`src/sv/e2u_pkg.sv`:
```
// Shared types, constants and helper functions for the epoch-to-calendar block.
package e2u_pkg;

    // Stream widths: payload fields padded up to whole bytes.
    localparam int S_TDATA_W = 40;
    localparam int M_TDATA_W = 48;

    // Divisors used to rebuild each remainder from its quotient.
    localparam logic [16:0] DAY_SECS  = 17'd86400;
    localparam logic [11:0] HOUR_SECS = 12'd3600;
    localparam logic [5:0]  MIN_SECS  = 6'd60;

    // Reciprocal multipliers of the constant divisions. Each quotient is
    // (x * RECIP) >> SHIFT, exact over the whole range of x: seconds / 128
    // over 675 for days, days over 7 for the week, second of day / 16 over
    // 225 for hours and second of hour / 4 over 15 for minutes.
    localparam logic [25:0] DAY_RECIP  = 26'd50903317;
    localparam int          DAY_SHIFT  = 35;
    localparam logic [16:0] WEEK_RECIP = 17'd74899;
    localparam int          WEEK_SHIFT = 19;
    localparam logic [13:0] HOUR_RECIP = 14'd9321;
    localparam int          HOUR_SHIFT = 21;
    localparam logic [10:0] MIN_RECIP  = 11'd1093;
    localparam int          MIN_SHIFT  = 14;

    // Calendar constants, years counted from 1900.
    localparam logic [7:0] FIRST_YEAR_OFS = 8'd70;
    localparam logic [7:0] YEAR_2100_OFS  = 8'd200;
    localparam logic [2:0] EPOCH_WDAY     = 3'd4;
    localparam logic [3:0] MONTH_FEB      = 4'd1;
    localparam logic [3:0] MONTH_DEC      = 4'd11;
    localparam logic [8:0] YEAR_DAYS      = 9'd365;
    localparam logic [8:0] LEAP_YEAR_DAYS = 9'd366;
    localparam logic [2:0] WEEK_DAYS      = 3'd7;

    // Controller states.
    typedef enum logic [3:0] {
        ST_IDLE,
        ST_DAY,
        ST_SOD,
        ST_HOUR,
        ST_HREM,
        ST_MIN,
        ST_MFIN,
        ST_YEAR,
        ST_MONTH,
        ST_DONE
    } e2u_state_t;

    // Datapath operations.
    typedef enum logic [3:0] {
        OP_NONE,
        OP_LOAD,
        OP_DAY_DIV,
        OP_DAY_REM,
        OP_HOUR_DIV,
        OP_HOUR_REM,
        OP_MIN_DIV,
        OP_MIN_DONE,
        OP_YEAR_STEP,
        OP_MONTH_STEP,
        OP_PUBLISH
    } e2u_op_t;

    typedef struct packed {
        e2u_op_t op;
    } e2u_cmd_t;

    typedef struct packed {
        logic year_fit;
        logic month_fit;
        logic out_free;
    } e2u_sts_t;

    // Days in a month, February stretched in a leap year.
    function automatic logic [4:0] month_len(input logic [3:0] mon, input logic leap);
        logic [4:0] len;
        unique case (mon)
            MONTH_FEB:           len = leap ? 5'd29 : 5'd28;
            4'd3, 4'd5, 4'd8,
            4'd10:               len = 5'd30;
            default:             len = 5'd31;
        endcase
        return len;
    endfunction

    // Gregorian rule over 1970..2106: the only century years in range are
    // 2000 (leap) and 2100 (not leap), and 1900 is a multiple of four.
    function automatic logic is_leap(input logic [7:0] yofs);
        return (yofs[1:0] == 2'b00) && (yofs != YEAR_2100_OFS);
    endfunction

endpackage

```
`src/sv/epoch_seconds_to_utc_calendar.sv`:
```
// Top level: Unix timestamp to broken-down UTC calendar time.
//
// The slave channel takes one signed 33-bit count of seconds since
// 1970-01-01 00:00:00 UTC per item; a negative count is read as zero.
// The master channel returns one calendar item per input item.
// An item is taken at a clock edge where tvalid and tready are both high.
// After acceptance the item is worked on in order: constant division by
// reciprocal multiplication for days, second of day, hour and minute, each
// quotient followed by its remainder; then the years and the months are
// peeled off one at a time until each fits, where Y is the year minus 1970
// (0..136) and M the month index (0..11), and Y + M never exceeds 146; last
// the output register is loaded. The block takes the next item only once it
// is back in idle after publishing, so only one item is in work at a time.
// The result sits in an output register; a new item can be accepted and
// worked on while the previous result waits, and the block only holds at the
// end of the next item until the receiver takes the waiting one.
// Reset (aresetn low, synchronous) returns the controller to idle and drops
// any result not yet taken.
module epoch_seconds_to_utc_calendar (
    input  logic                          aclk,
    input  logic                          aresetn,
    input  logic                          s_tvalid,
    output logic                          s_tready,
    // [32:0] epoch_seconds, [39:33] zero
    input  logic [e2u_pkg::S_TDATA_W-1:0] s_tdata,
    output logic                          m_tvalid,
    input  logic                          m_tready,
    // [5:0] second, [11:6] minute, [16:12] hour, [19:17] weekday,
    // [27:20] years_since_1900, [36:28] day_of_year, [40:37] month_index,
    // [45:41] day_of_month, [47:46] zero
    output logic [e2u_pkg::M_TDATA_W-1:0] m_tdata
);

    e2u_pkg::e2u_cmd_t cmd;
    e2u_pkg::e2u_sts_t sts;

    e2u_ctrl u_ctrl (
        .aclk     (aclk),
        .aresetn  (aresetn),
        .s_tvalid (s_tvalid),
        .s_tready (s_tready),
        .sts      (sts),
        .cmd      (cmd)
    );

    e2u_dpath u_dpath (
        .aclk          (aclk),
        .aresetn       (aresetn),
        .epoch_seconds (s_tdata[32:0]),
        .cmd           (cmd),
        .sts           (sts),
        .m_tready      (m_tready),
        .m_tvalid      (m_tvalid),
        .m_tdata       (m_tdata)
    );

    // An accepted item keeps the block busy in the next cycle.
    a_busy_after_accept: assert property (@(posedge aclk) disable iff (!aresetn)
        s_tvalid && s_tready |=> !s_tready)
        else $error("input accepted twice in a row");

    // A published result shows up on the master side.
    a_publish_valid: assert property (@(posedge aclk) disable iff (!aresetn)
        cmd.op == e2u_pkg::OP_PUBLISH |=> m_tvalid)
        else $error("published result not presented");

    // Publishing never overwrites a result that is still waiting.
    a_no_overwrite: assert property (@(posedge aclk) disable iff (!aresetn)
        cmd.op == e2u_pkg::OP_PUBLISH |-> !m_tvalid || m_tready)
        else $error("waiting result overwritten");

    // Every presented result holds in-range second, minute, hour, weekday, month and day-of-month fields.
    a_fields_range: assert property (@(posedge aclk) disable iff (!aresetn)
        m_tvalid |-> (m_tdata[5:0] < 6'd60) && (m_tdata[11:6] < 6'd60)
                  && (m_tdata[16:12] < 5'd24) && (m_tdata[19:17] < 3'd7)
                  && (m_tdata[40:37] < 4'd12) && (m_tdata[45:41] != 5'd0))
        else $error("result field out of range");

endmodule

```
`src/sv/e2u_ctrl.sv`:
```
// Sequencing state machine of the epoch-to-calendar block.
module e2u_ctrl (
    input  logic              aclk,
    input  logic              aresetn,
    input  logic              s_tvalid,
    output logic              s_tready,
    input  e2u_pkg::e2u_sts_t sts,
    output e2u_pkg::e2u_cmd_t cmd
);

    e2u_pkg::e2u_state_t state_reg, state_next;

    // State register.
    always_ff @(posedge aclk) begin
        if (!aresetn) begin
            state_reg <= e2u_pkg::ST_IDLE;
        end else begin
            state_reg <= state_next;
        end
    end

    // Next state: the fixed division states, then the year and month loops, then publishing.
    always_comb begin
        state_next = state_reg;
        unique case (state_reg)
            e2u_pkg::ST_IDLE:  if (s_tvalid) state_next = e2u_pkg::ST_DAY;
            e2u_pkg::ST_DAY:   state_next = e2u_pkg::ST_SOD;
            e2u_pkg::ST_SOD:   state_next = e2u_pkg::ST_HOUR;
            e2u_pkg::ST_HOUR:  state_next = e2u_pkg::ST_HREM;
            e2u_pkg::ST_HREM:  state_next = e2u_pkg::ST_MIN;
            e2u_pkg::ST_MIN:   state_next = e2u_pkg::ST_MFIN;
            e2u_pkg::ST_MFIN:  state_next = e2u_pkg::ST_YEAR;
            e2u_pkg::ST_YEAR:  if (sts.year_fit) state_next = e2u_pkg::ST_MONTH;
            e2u_pkg::ST_MONTH: if (sts.month_fit) state_next = e2u_pkg::ST_DONE;
            e2u_pkg::ST_DONE:  if (sts.out_free) state_next = e2u_pkg::ST_IDLE;
            default:           state_next = e2u_pkg::ST_IDLE;
        endcase
    end

    // Commands to the datapath.
    always_comb begin
        s_tready = (state_reg == e2u_pkg::ST_IDLE);
        cmd.op   = e2u_pkg::OP_NONE;
        unique case (state_reg)
            e2u_pkg::ST_IDLE:  if (s_tvalid) cmd.op = e2u_pkg::OP_LOAD;
            e2u_pkg::ST_DAY:   cmd.op = e2u_pkg::OP_DAY_DIV;
            e2u_pkg::ST_SOD:   cmd.op = e2u_pkg::OP_DAY_REM;
            e2u_pkg::ST_HOUR:  cmd.op = e2u_pkg::OP_HOUR_DIV;
            e2u_pkg::ST_HREM:  cmd.op = e2u_pkg::OP_HOUR_REM;
            e2u_pkg::ST_MIN:   cmd.op = e2u_pkg::OP_MIN_DIV;
            e2u_pkg::ST_MFIN:  cmd.op = e2u_pkg::OP_MIN_DONE;
            e2u_pkg::ST_YEAR:  cmd.op = e2u_pkg::OP_YEAR_STEP;
            e2u_pkg::ST_MONTH: cmd.op = e2u_pkg::OP_MONTH_STEP;
            e2u_pkg::ST_DONE:  if (sts.out_free) cmd.op = e2u_pkg::OP_PUBLISH;
            default:           cmd.op = e2u_pkg::OP_NONE;
        endcase
    end

endmodule

```
`src/sv/e2u_dpath.sv`:
```
// Datapath: reciprocal-multiply divisions, year and month peeling, output register.
module e2u_dpath (
    input  logic                            aclk,
    input  logic                            aresetn,
    input  logic [32:0]                     epoch_seconds,
    input  e2u_pkg::e2u_cmd_t               cmd,
    output e2u_pkg::e2u_sts_t               sts,
    input  logic                            m_tready,
    output logic                            m_tvalid,
    output logic [e2u_pkg::M_TDATA_W-1:0]   m_tdata
);

    // Division registers: clamped seconds, week quotient, second of day and of hour.
    logic [31:0] t_reg, t_next;
    logic [13:0] wk_quo_reg, wk_quo_next;
    logic [16:0] sod_reg, sod_next;
    logic [11:0] soh_reg, soh_next;
    // Calendar registers.
    logic [15:0] days_reg, days_next;
    logic [7:0]  year_reg, year_next;
    logic [8:0]  yday_reg, yday_next;
    logic [3:0]  mon_reg, mon_next;
    logic [5:0]  sec_reg, sec_next;
    logic [5:0]  min_reg, min_next;
    logic [4:0]  hour_reg, hour_next;
    logic [2:0]  wday_reg, wday_next;
    // Output register.
    logic                          out_valid_reg, out_valid_next;
    logic [e2u_pkg::M_TDATA_W-1:0] out_data_reg, out_data_next;

    logic [31:0] t_clamp;
    logic [50:0] day_prod;
    logic [32:0] day_back;
    logic [32:0] week_prod;
    logic [15:0] week_back;
    logic [26:0] hour_prod;
    logic [16:0] hour_back;
    logic [20:0] min_prod;
    logic [11:0] min_back;
    logic [3:0]  wday_sum;
    logic        leap;
    logic [8:0]  ylen;
    logic [4:0]  mlen;
    logic [4:0]  dom;

    // A negative timestamp counts as the epoch itself.
    assign t_clamp = epoch_seconds[32] ? 32'd0 : epoch_seconds[31:0];

    // Quotients by reciprocal multiplication, remainders by multiply and subtract.
    // The power-of-two part of each divisor is dropped first as a plain shift.
    assign day_prod  = 51'(t_reg[31:7]) * 51'(e2u_pkg::DAY_RECIP);
    assign day_back  = 33'(days_reg) * 33'(e2u_pkg::DAY_SECS);
    assign week_prod = 33'(days_reg) * 33'(e2u_pkg::WEEK_RECIP);
    assign week_back = 16'(wk_quo_reg) * 16'(e2u_pkg::WEEK_DAYS);
    assign hour_prod = 27'(sod_reg[16:4]) * 27'(e2u_pkg::HOUR_RECIP);
    assign hour_back = 17'(hour_reg) * 17'(e2u_pkg::HOUR_SECS);
    assign min_prod  = 21'(soh_reg[11:2]) * 21'(e2u_pkg::MIN_RECIP);
    assign min_back  = 12'(min_reg) * 12'(e2u_pkg::MIN_SECS);

    // Day of week: the day count modulo seven, shifted to a Thursday start.
    assign wday_sum = {1'b0, wday_reg} + {1'b0, e2u_pkg::EPOCH_WDAY};

    // Year and month lengths for the current position.
    assign leap = e2u_pkg::is_leap(year_reg);
    assign ylen = leap ? e2u_pkg::LEAP_YEAR_DAYS : e2u_pkg::YEAR_DAYS;
    assign mlen = e2u_pkg::month_len(mon_reg, leap);
    assign dom  = days_reg[4:0] + 5'd1;

    assign sts.year_fit  = (days_reg < {7'd0, ylen});
    assign sts.month_fit = (mon_reg == e2u_pkg::MONTH_DEC) || (days_reg < {11'd0, mlen});
    assign sts.out_free  = !out_valid_reg || m_tready;

    // Next values by operation.
    always_comb begin
        t_next         = t_reg;
        wk_quo_next    = wk_quo_reg;
        sod_next       = sod_reg;
        soh_next       = soh_reg;
        days_next      = days_reg;
        year_next      = year_reg;
        yday_next      = yday_reg;
        mon_next       = mon_reg;
        sec_next       = sec_reg;
        min_next       = min_reg;
        hour_next      = hour_reg;
        wday_next      = wday_reg;
        out_valid_next = out_valid_reg && !m_tready;
        out_data_next  = out_data_reg;
        case (cmd.op)
            e2u_pkg::OP_LOAD: begin
                t_next = t_clamp;
            end
            e2u_pkg::OP_DAY_DIV: begin
                days_next = day_prod[e2u_pkg::DAY_SHIFT +: 16];
            end
            e2u_pkg::OP_DAY_REM: begin
                sod_next    = 17'(t_reg - day_back[31:0]);
                wk_quo_next = week_prod[e2u_pkg::WEEK_SHIFT +: 14];
            end
            e2u_pkg::OP_HOUR_DIV: begin
                hour_next = hour_prod[e2u_pkg::HOUR_SHIFT +: 5];
                wday_next = 3'(days_reg - week_back);
            end
            e2u_pkg::OP_HOUR_REM: begin
                soh_next  = 12'(sod_reg - hour_back);
                wday_next = (wday_sum >= {1'b0, e2u_pkg::WEEK_DAYS})
                          ? 3'(wday_sum - {1'b0, e2u_pkg::WEEK_DAYS}) : wday_sum[2:0];
            end
            e2u_pkg::OP_MIN_DIV: begin
                min_next = min_prod[e2u_pkg::MIN_SHIFT +: 6];
            end
            e2u_pkg::OP_MIN_DONE: begin
                sec_next  = 6'(soh_reg - min_back);
                year_next = e2u_pkg::FIRST_YEAR_OFS;
                mon_next  = 4'd0;
            end
            e2u_pkg::OP_YEAR_STEP: begin
                if (sts.year_fit) begin
                    yday_next = days_reg[8:0];
                end else begin
                    days_next = days_reg - {7'd0, ylen};
                    year_next = year_reg + 8'd1;
                end
            end
            e2u_pkg::OP_MONTH_STEP: begin
                if (!sts.month_fit) begin
                    days_next = days_reg - {11'd0, mlen};
                    mon_next  = mon_reg + 4'd1;
                end
            end
            e2u_pkg::OP_PUBLISH: begin
                out_valid_next = 1'b1;
                out_data_next  = {2'b00, dom, mon_reg, yday_reg, year_reg,
                                  wday_reg, hour_reg, min_reg, sec_reg};
            end
            default: begin
            end
        endcase
    end

    // Control register.
    always_ff @(posedge aclk) begin
        if (!aresetn) begin
            out_valid_reg <= 1'b0;
        end else begin
            out_valid_reg <= out_valid_next;
        end
    end

    // Payload registers.
    always_ff @(posedge aclk) begin
        t_reg        <= t_next;
        wk_quo_reg   <= wk_quo_next;
        sod_reg      <= sod_next;
        soh_reg      <= soh_next;
        days_reg     <= days_next;
        year_reg     <= year_next;
        yday_reg     <= yday_next;
        mon_reg      <= mon_next;
        sec_reg      <= sec_next;
        min_reg      <= min_next;
        hour_reg     <= hour_next;
        wday_reg     <= wday_next;
        out_data_reg <= out_data_next;
    end

    assign m_tvalid = out_valid_reg;
    assign m_tdata  = out_data_reg;

endmodule
```
`config.mk`:
```
export PLATFORM = sky130hd
export DESIGN_NAME = epoch_seconds_to_utc_calendar
export DESIGN_NICKNAME = d
export VERILOG_FILES = /design/src/sv/e2u_pkg.sv /design/src/sv/epoch_seconds_to_utc_calendar.sv /design/src/sv/e2u_ctrl.sv /design/src/sv/e2u_dpath.sv
export SDC_FILE = /design/constraint.sdc
export NUM_CORES = 1
export LEC_CHECK = 0
export BUFFER_PORTS_ARGS = -buffer_cell sky130_fd_sc_hd__buf_2
export CAP_MARGIN = 25
export CORE_ASPECT_RATIO = 1.1
export CORE_MARGIN = 5
export CORE_UTILIZATION = 47
export CTS_CLUSTER_DIAMETER = 80
export DETAILED_ROUTE_END_ITERATION = 10
export PLACE_DENSITY = 0.72
export SETUP_SLACK_MARGIN = 0.05
export SLEW_MARGIN = 20
export SYNTH_ARGS = -nofsm -noshare
export SYNTH_HDL_FRONTEND = slang
export SYNTH_SLANG_ARGS = --single-unit
```
`constraint.sdc`:
```
create_clock -name aclk -period 11.55 [get_ports aclk]
set_clock_uncertainty 0.2 [all_clocks]
set_input_delay 1.7325 -clock aclk [delete_from_list [all_inputs] [get_ports aclk]]
set_output_delay 1.7325 -clock aclk [all_outputs]
set_load 0.01 [all_outputs]
```
## Yosys cells after proc, flatten, opt, wreduce, memory -nomap -nowiden

Cells that the tools add are included.

| storage, ports and cells | value |
|---|---|
| register bits | 183 |
| output and inout port bits | 50 |
| word-level logic and storage cells | 108 |

| cells by class | value |
|---|---|
| add/subtract/negate cells | 11 |
| $mul | 8 |
| $lt $le $gt $ge | 3 |
| equal/unequal tests | 32 |
| multiplexer cells | 21 |
| reduce and logical (&&, ||, !) cells | 18 |

Operators with widths:

| cell | number |
|---|---|
| $pmux W4 S10 | 2 |
| $mul A25 B26 Y51 const B | 1 |
| $pmux W16 S3 | 1 |
| $eq A4 B3 Y1 const B | 9 |
| $mul A16 B17 Y33 const B | 1 |
| $eq A4 B4 Y1 const B | 8 |
| $mux W16 | 2 |
| $mul A13 B14 Y26 const B | 1 |
| $mux W4 | 6 |
| $eq A4 B2 Y1 const B | 5 |
| $mul A10 B11 Y20 const B | 1 |
| $sub A17 B17 Y17 | 1 |
| $lt A16 B5 Y1 | 1 |
| $lt A16 B9 Y1 | 1 |
| $mul A16 B10 Y10 const B | 1 |
| $pmux W8 S2 | 1 |
| $sub A16 B5 Y16 | 1 |
| $sub A16 B9 Y16 | 1 |
| $mul A14 B3 Y3 const B | 1 |
| $eq A4 B1 Y1 const B | 3 |
| $ne A2 B2 Y1 const B | 6 |
| $sub A12 B12 Y12 | 1 |
| $pmux W5 S2 | 1 |
| $add A8 B1 Y8 const B | 1 |
| other kinds (27) | 36 |

## Longest topological paths before layout

| logic depth | value |
|---|---|
| depth after elaboration | 8 |
| mapped depth | 25 |
| depth with buffers taken out | 25 |

## Modules after synthesis

From an unflattened synthesis, not the netlist that was laid out.

| second synthesis, totals | value |
|---|---|
| cells, all modules | 2276 |
| area total of the unflattened synthesis | 23976.7 µm² |

By module, submodules not included:

| module | times used | cells an instance | area each (µm²) |
|---|---|---|---|
| e2u_dpath | 1 | 2232 | 23652.7 |
| e2u_ctrl | 1 | 44 | 324.1 |

## Worst setup path before layout

OpenSTA, ideal clock, no wires.

| timing path | value |
|---|---|
| path kind | flip-flop to flip-flop |
| from | reg u_dpath.t_reg[30] |
| to | reg u_dpath.days_reg[11] (data pin) |
| setup time | 268 ps |
| data arrival time | 6064 ps |
| data required time | 11082 ps |
| setup slack | 5018 ps |
| stages on the path, launching flop included | 24 |
| path buffers | 0 |
| cells stage by stage | edfxtp_1 > fa_1 > inv_1 > fa_1 > inv_1 > fa_1 > inv_1 > fa_1 > inv_1 > fa_1 > inv_1 > fa_1 > inv_1 > ha_1 > ha_1 > nand3_1 > nor4_1 > nand4_1 > o32ai_4 > nor3_4 > o31ai_4 > or2_1 > xnor2_1 > o22ai_1 |

| between the ends | value |
|---|---|
| cells in the longest elaborated chain, start to end | 2 |

RTL lines:

| item | line | source |
|---|---|---|
| start, declared | e2u_dpath.sv:14 | `logic [31:0] t_reg, t_next;` |
| start signal, assigned | e2u_dpath.sv:152 | `t_reg <= t_next;` |
| $mul A25 B26 Y51 | e2u_dpath.sv:51 | `assign day_prod = 51'(t_reg[31:7]) * 51'(e2u_pkg::DAY_RECIP);` |
| $pmux W16 S3 | e2u_dpath.sv:89 | `case (cmd.op)` |
| net u_dpath.days_next[11] | e2u_dpath.sv:19 | `logic [15:0] days_reg, days_next;` |
| end signal, assigned | e2u_dpath.sv:156 | `days_reg <= days_next;` |
| end, declared | e2u_dpath.sv:19 |  |

The timed path passes the listed nets, and every way through them passes these cells.
A chain may end at the register's enable or synchronous reset.

## Final worst setup path

| timing path | value |
|---|---|
| from | reg u_dpath.t_reg[30] |
| to | reg u_dpath.days_reg[14] (data pin) |

Same word-level chain as after synthesis.

==> reports/results.tsv <==
stage	metric	value	unit
cells_and_area	multi-input logic area	16530	µm²
clock_network	Clk Latency, worst-skew pair	0.48	ns
clock_network	cts hold-fix bufs	0	
detailed_routing	Final ANT Viol Nets	0	
grt	initial antenna violation count	1	
min_path	hold path start	u_dpath.sod_reg[2]	
grt	first-pass GRT wire length	85240	µm
detailed_routing	Pre-antenna DRT Iters	5	
clock_network	clock slew at reported path FFs	0.09	ns
grt	total gr overflow	0	
grt	met1 usage in global routing	23.94	%
clock_network	CTS Sinks	172	
cells_and_area	Register Area	5115	µm²
critical_path	CP endpoint kind	flip-flop	
detailed_routing	vias per cell	5.228	
floorplan	Rows	86	
logic_synthesis	Yosys warning total	0	
detailed_routing	routed len/inst	17.14	µm
floorplan	Core ar.	50250	µm²
detailed_routing	Total Wirelength	51860	µm
logic_synthesis	Seq/Total Area, Yosys	21.39	%
clock_network	Clock Path Buffers	2	
timing	crit path time final	7.327	ns
timing	Setup TNS	0	ns
floorplan	die area	55510	µm²
clock_network	clock buffer count from CTS	17	
critical_path	worst r2r src	u_dpath.t_reg[30]	
grt	M2 GR Usage	34.76	%
clock_network	H-Tree Depth	4	
placed_design	Placer Congestion	0.9145	
cells_and_area	Area Overhead vs Synth	7.857	%
clock_network	CTS tree	done	
critical_path	critical path data arrival time	7.32	ns
timing	Slew @ Worst Pin	0.9741	ns
logic_synthesis	EDFF count, synth	167	
clock_network	postcts setup bufs	0	
logic_synthesis	synthesized area	23920	µm²
logic_synthesis	prevailing post-synth register cell	edfxtp_1	
detailed_routing	routed vias	15821	
logic_synthesis	Syn Inst Count	2256	
floorplan	Starting Density	47.60	%
grt	Tot GR Track Use	19.26	%
floorplan	io pins	94	
job	maxcap violations	0	
placed_design	Area after DPL	25200	µm²
clock_network	Root Driver	clkbuf_16	
cells_and_area	final instance area	25800	µm²
placed_design	I/O Buffers	84	
logic_synthesis	asr flop ratio synth	0	%
detailed_routing	DR iter-0 viols	912	
floorplan	Die Ht	246.6	µm
grt	pin count of the biggest net entering global routing	33	
timing	Final Hold Viols	0	
clock_network	CTS resizes	0	
min_path	HP Class	reg2reg	
critical_path	critical path class	reg2reg	
timing	# setup viols final	0	
timing	RSZ-0062 raised after global routing	false	
critical_path	worst-path maximum fanout	9	
cells_and_area	final net count	3231	
grt	vias in the first global route	16998	
critical_path	Worst setup startpoint	u_dpath.t_reg[30]	
critical_path	FF-to-FF setup slack	4.22	ns
logic_synthesis	Mapped Avg Cell Area	10.60	µm²
cells_and_area	Fill cells	4354	
placed_design	hpwl dp	43340	µm
timing	maximum clock rate	136.5	MHz
logic_synthesis	number of synthesized register bits	172	
status	outcome	completed	
cells_and_area	max FFs per register	46	
timing	Slew headroom	35.06	%
floorplan	Die Wd	225.1	µm
detailed_routing	DRC	0	
cells_and_area	layout cell share with drive strength beyond 1	6.131	%
grt	met3 global-route usage	2.765	%
grt	busiest grt layer	met2	
logic_synthesis	Yosys cell types	71	
timing	fin crit share	63.44	%
critical_path	Critical Path RT	11.54	ns
timing	Final Slew Violations	0	
critical_path	Worst setup SP type	flip-flop	
-- worst paths after layout --
kind,to,depth (start not counted)
worst min register to register,u_dpath.soh_reg[2],0
worst max-delay path,u_dpath.days_reg[14],23
worst max register to register,u_dpath.days_reg[14],23
worst min-delay path,u_dpath.soh_reg[2],0
-- metal layers --
layer | wire (µm) | vias up | part of all wire [%]
li1 | - | 7561 | -
met1 | 21690 | 7757 | 42
met2 | 26410 | 403 | 51
met5 | 0 | - | 0
met3 | 2382 | 100 | 4.6
met4 | 1376 | 0 | 2.7
-- synth_stat cells (3+ instances only) --
| library cell | instances | area share, % |
|---|---|---|
| clkbuf_1 | 14 | 0.22 |
| nor3_1 | 10 | 0.21 |
| a211oi_1 | 8 | 0.25 |
| nand4_1 | 8 | 0.21 |
| o21ai_0 | 49 | 1.0 |
| dfxtp_1 | 5 | 0.42 |
| edfxtp_1 | 167 | 21 |
| fa_1 | 270 | 23 |
| a31oi_1 | 9 | 0.24 |
| ha_1 | 565 | 30 |
| nand3b_1 | 4 | 0.13 |
| and3_1 | 11 | 0.29 |
| a221o_1 | 3 | 0.13 |
| nand2_1 | 68 | 1.1 |
| nor2b_1 | 45 | 1.2 |
| a22o_1 | 4 | 0.15 |
| nand3_1 | 25 | 0.52 |
| a21o_1 | 30 | 0.94 |
| o211ai_1 | 5 | 0.16 |
| a2111oi_0 | 3 | 0.11 |
| o221ai_1 | 3 | 0.11 |
| o2111ai_1 | 3 | 0.11 |
| a21boi_0 | 4 | 0.13 |
| nor3b_1 | 3 | 0.094 |
| inv_1 | 592 | 9.3 |
| xor2_1 | 30 | 1.1 |
| or3_1 | 6 | 0.16 |
| o21a_1 | 10 | 0.31 |
| xnor2_1 | 63 | 2.3 |
| nor4_1 | 3 | 0.078 |
| a21oi_1 | 68 | 1.4 |
| a221oi_1 | 7 | 0.26 |
| o21ai_1 | 12 | 0.25 |
| o22ai_1 | 15 | 0.39 |
| and2_1 | 8 | 0.21 |
| nand2b_1 | 8 | 0.21 |
| nor2_1 | 65 | 1.0 |
| o21bai_1 | 10 | 0.31 |
-- metrics by stage --
stage               util [%]  setup WS, ns  hold slack (ns)  std cells
floorplan                  -         5.018           0.2003       2257
global placement       50.10         4.302           0.2012       2992
detailed placement     50.14         4.235           0.2045       2993
CTS                    51.33         4.221           0.2222       3025
global route           51.33         3.933           0.2280       3025
finish                 51.34         4.223           0.2204       3026
-- placed cells by master (no fill, tap or decap), types with 11 or more instances in the layout --
| master | instances |
|---|---|
| inv_1 | 592 |
| ha_1 | 565 |
| fa_1 | 270 |
| edfxtp_1 | 167 |
| buf_2 | 84 |
| nand2_1 | 68 |
| a21oi_1 | 68 |
| nor2_1 | 65 |
| xnor2_1 | 63 |
| o21ai_0 | 49 |
| nor2b_1 | 44 |
| a21o_1 | 30 |
| xor2_1 | 30 |
| nand3_1 | 25 |
| clkbuf_16 | 17 |
| o22ai_1 | 15 |
| o21ai_1 | 12 |
| and3_1 | 11 |
-- cell type report --
type / instances / area share [%]
Multi-Input combinational cell: 1476 / 64.09
Sequential cell: 172 / 19.83
Inverter: 592 / 8.614
Tap cell: 660 / 3.201
Timing Repair Buffer: 93 / 1.940
Clock buffer: 18 / 1.664
Clock inverter: 14 / 0.6548
Antenna cell: 1 / 0.009700
-- worst max-delay path: stages, from the launching register on --
cell and delay (ns):
edfxtp_1 0.62, fa_1 0.59, inv_1 0.05, fa_1 0.50, inv_1 0.06, fa_1 0.54, inv_1 0.06, fa_1 0.54
inv_1 0.06, fa_1 0.52, inv_1 0.05, fa_1 0.53, inv_1 0.06, ha_1 0.30, ha_1 0.37, nand3_1 0.28
nor4_1 0.47, nand4_1 0.20, o32ai_4 0.24, nor3_4 0.12, nor2_4 0.24, a311oi_1 0.14, xor2_1 0.19, o22ai_1 0.10
-- kinds of logic after synthesis --
logic type      after synthesis  share of synthesized area (%)
xor+xnor                     93                          3.406
buf+inv                     609                          9.589
compound gates              268                          7.523
fa+ha+maj                   835                          52.16
flops                       172                          21.39
mux                           1                        0.04185
other cells                   1                        0.01568
simple gates                277                          5.885
Power is not shown: default switching activity piles up to over one toggle a cycle in this logic, so the estimate is an artifact.
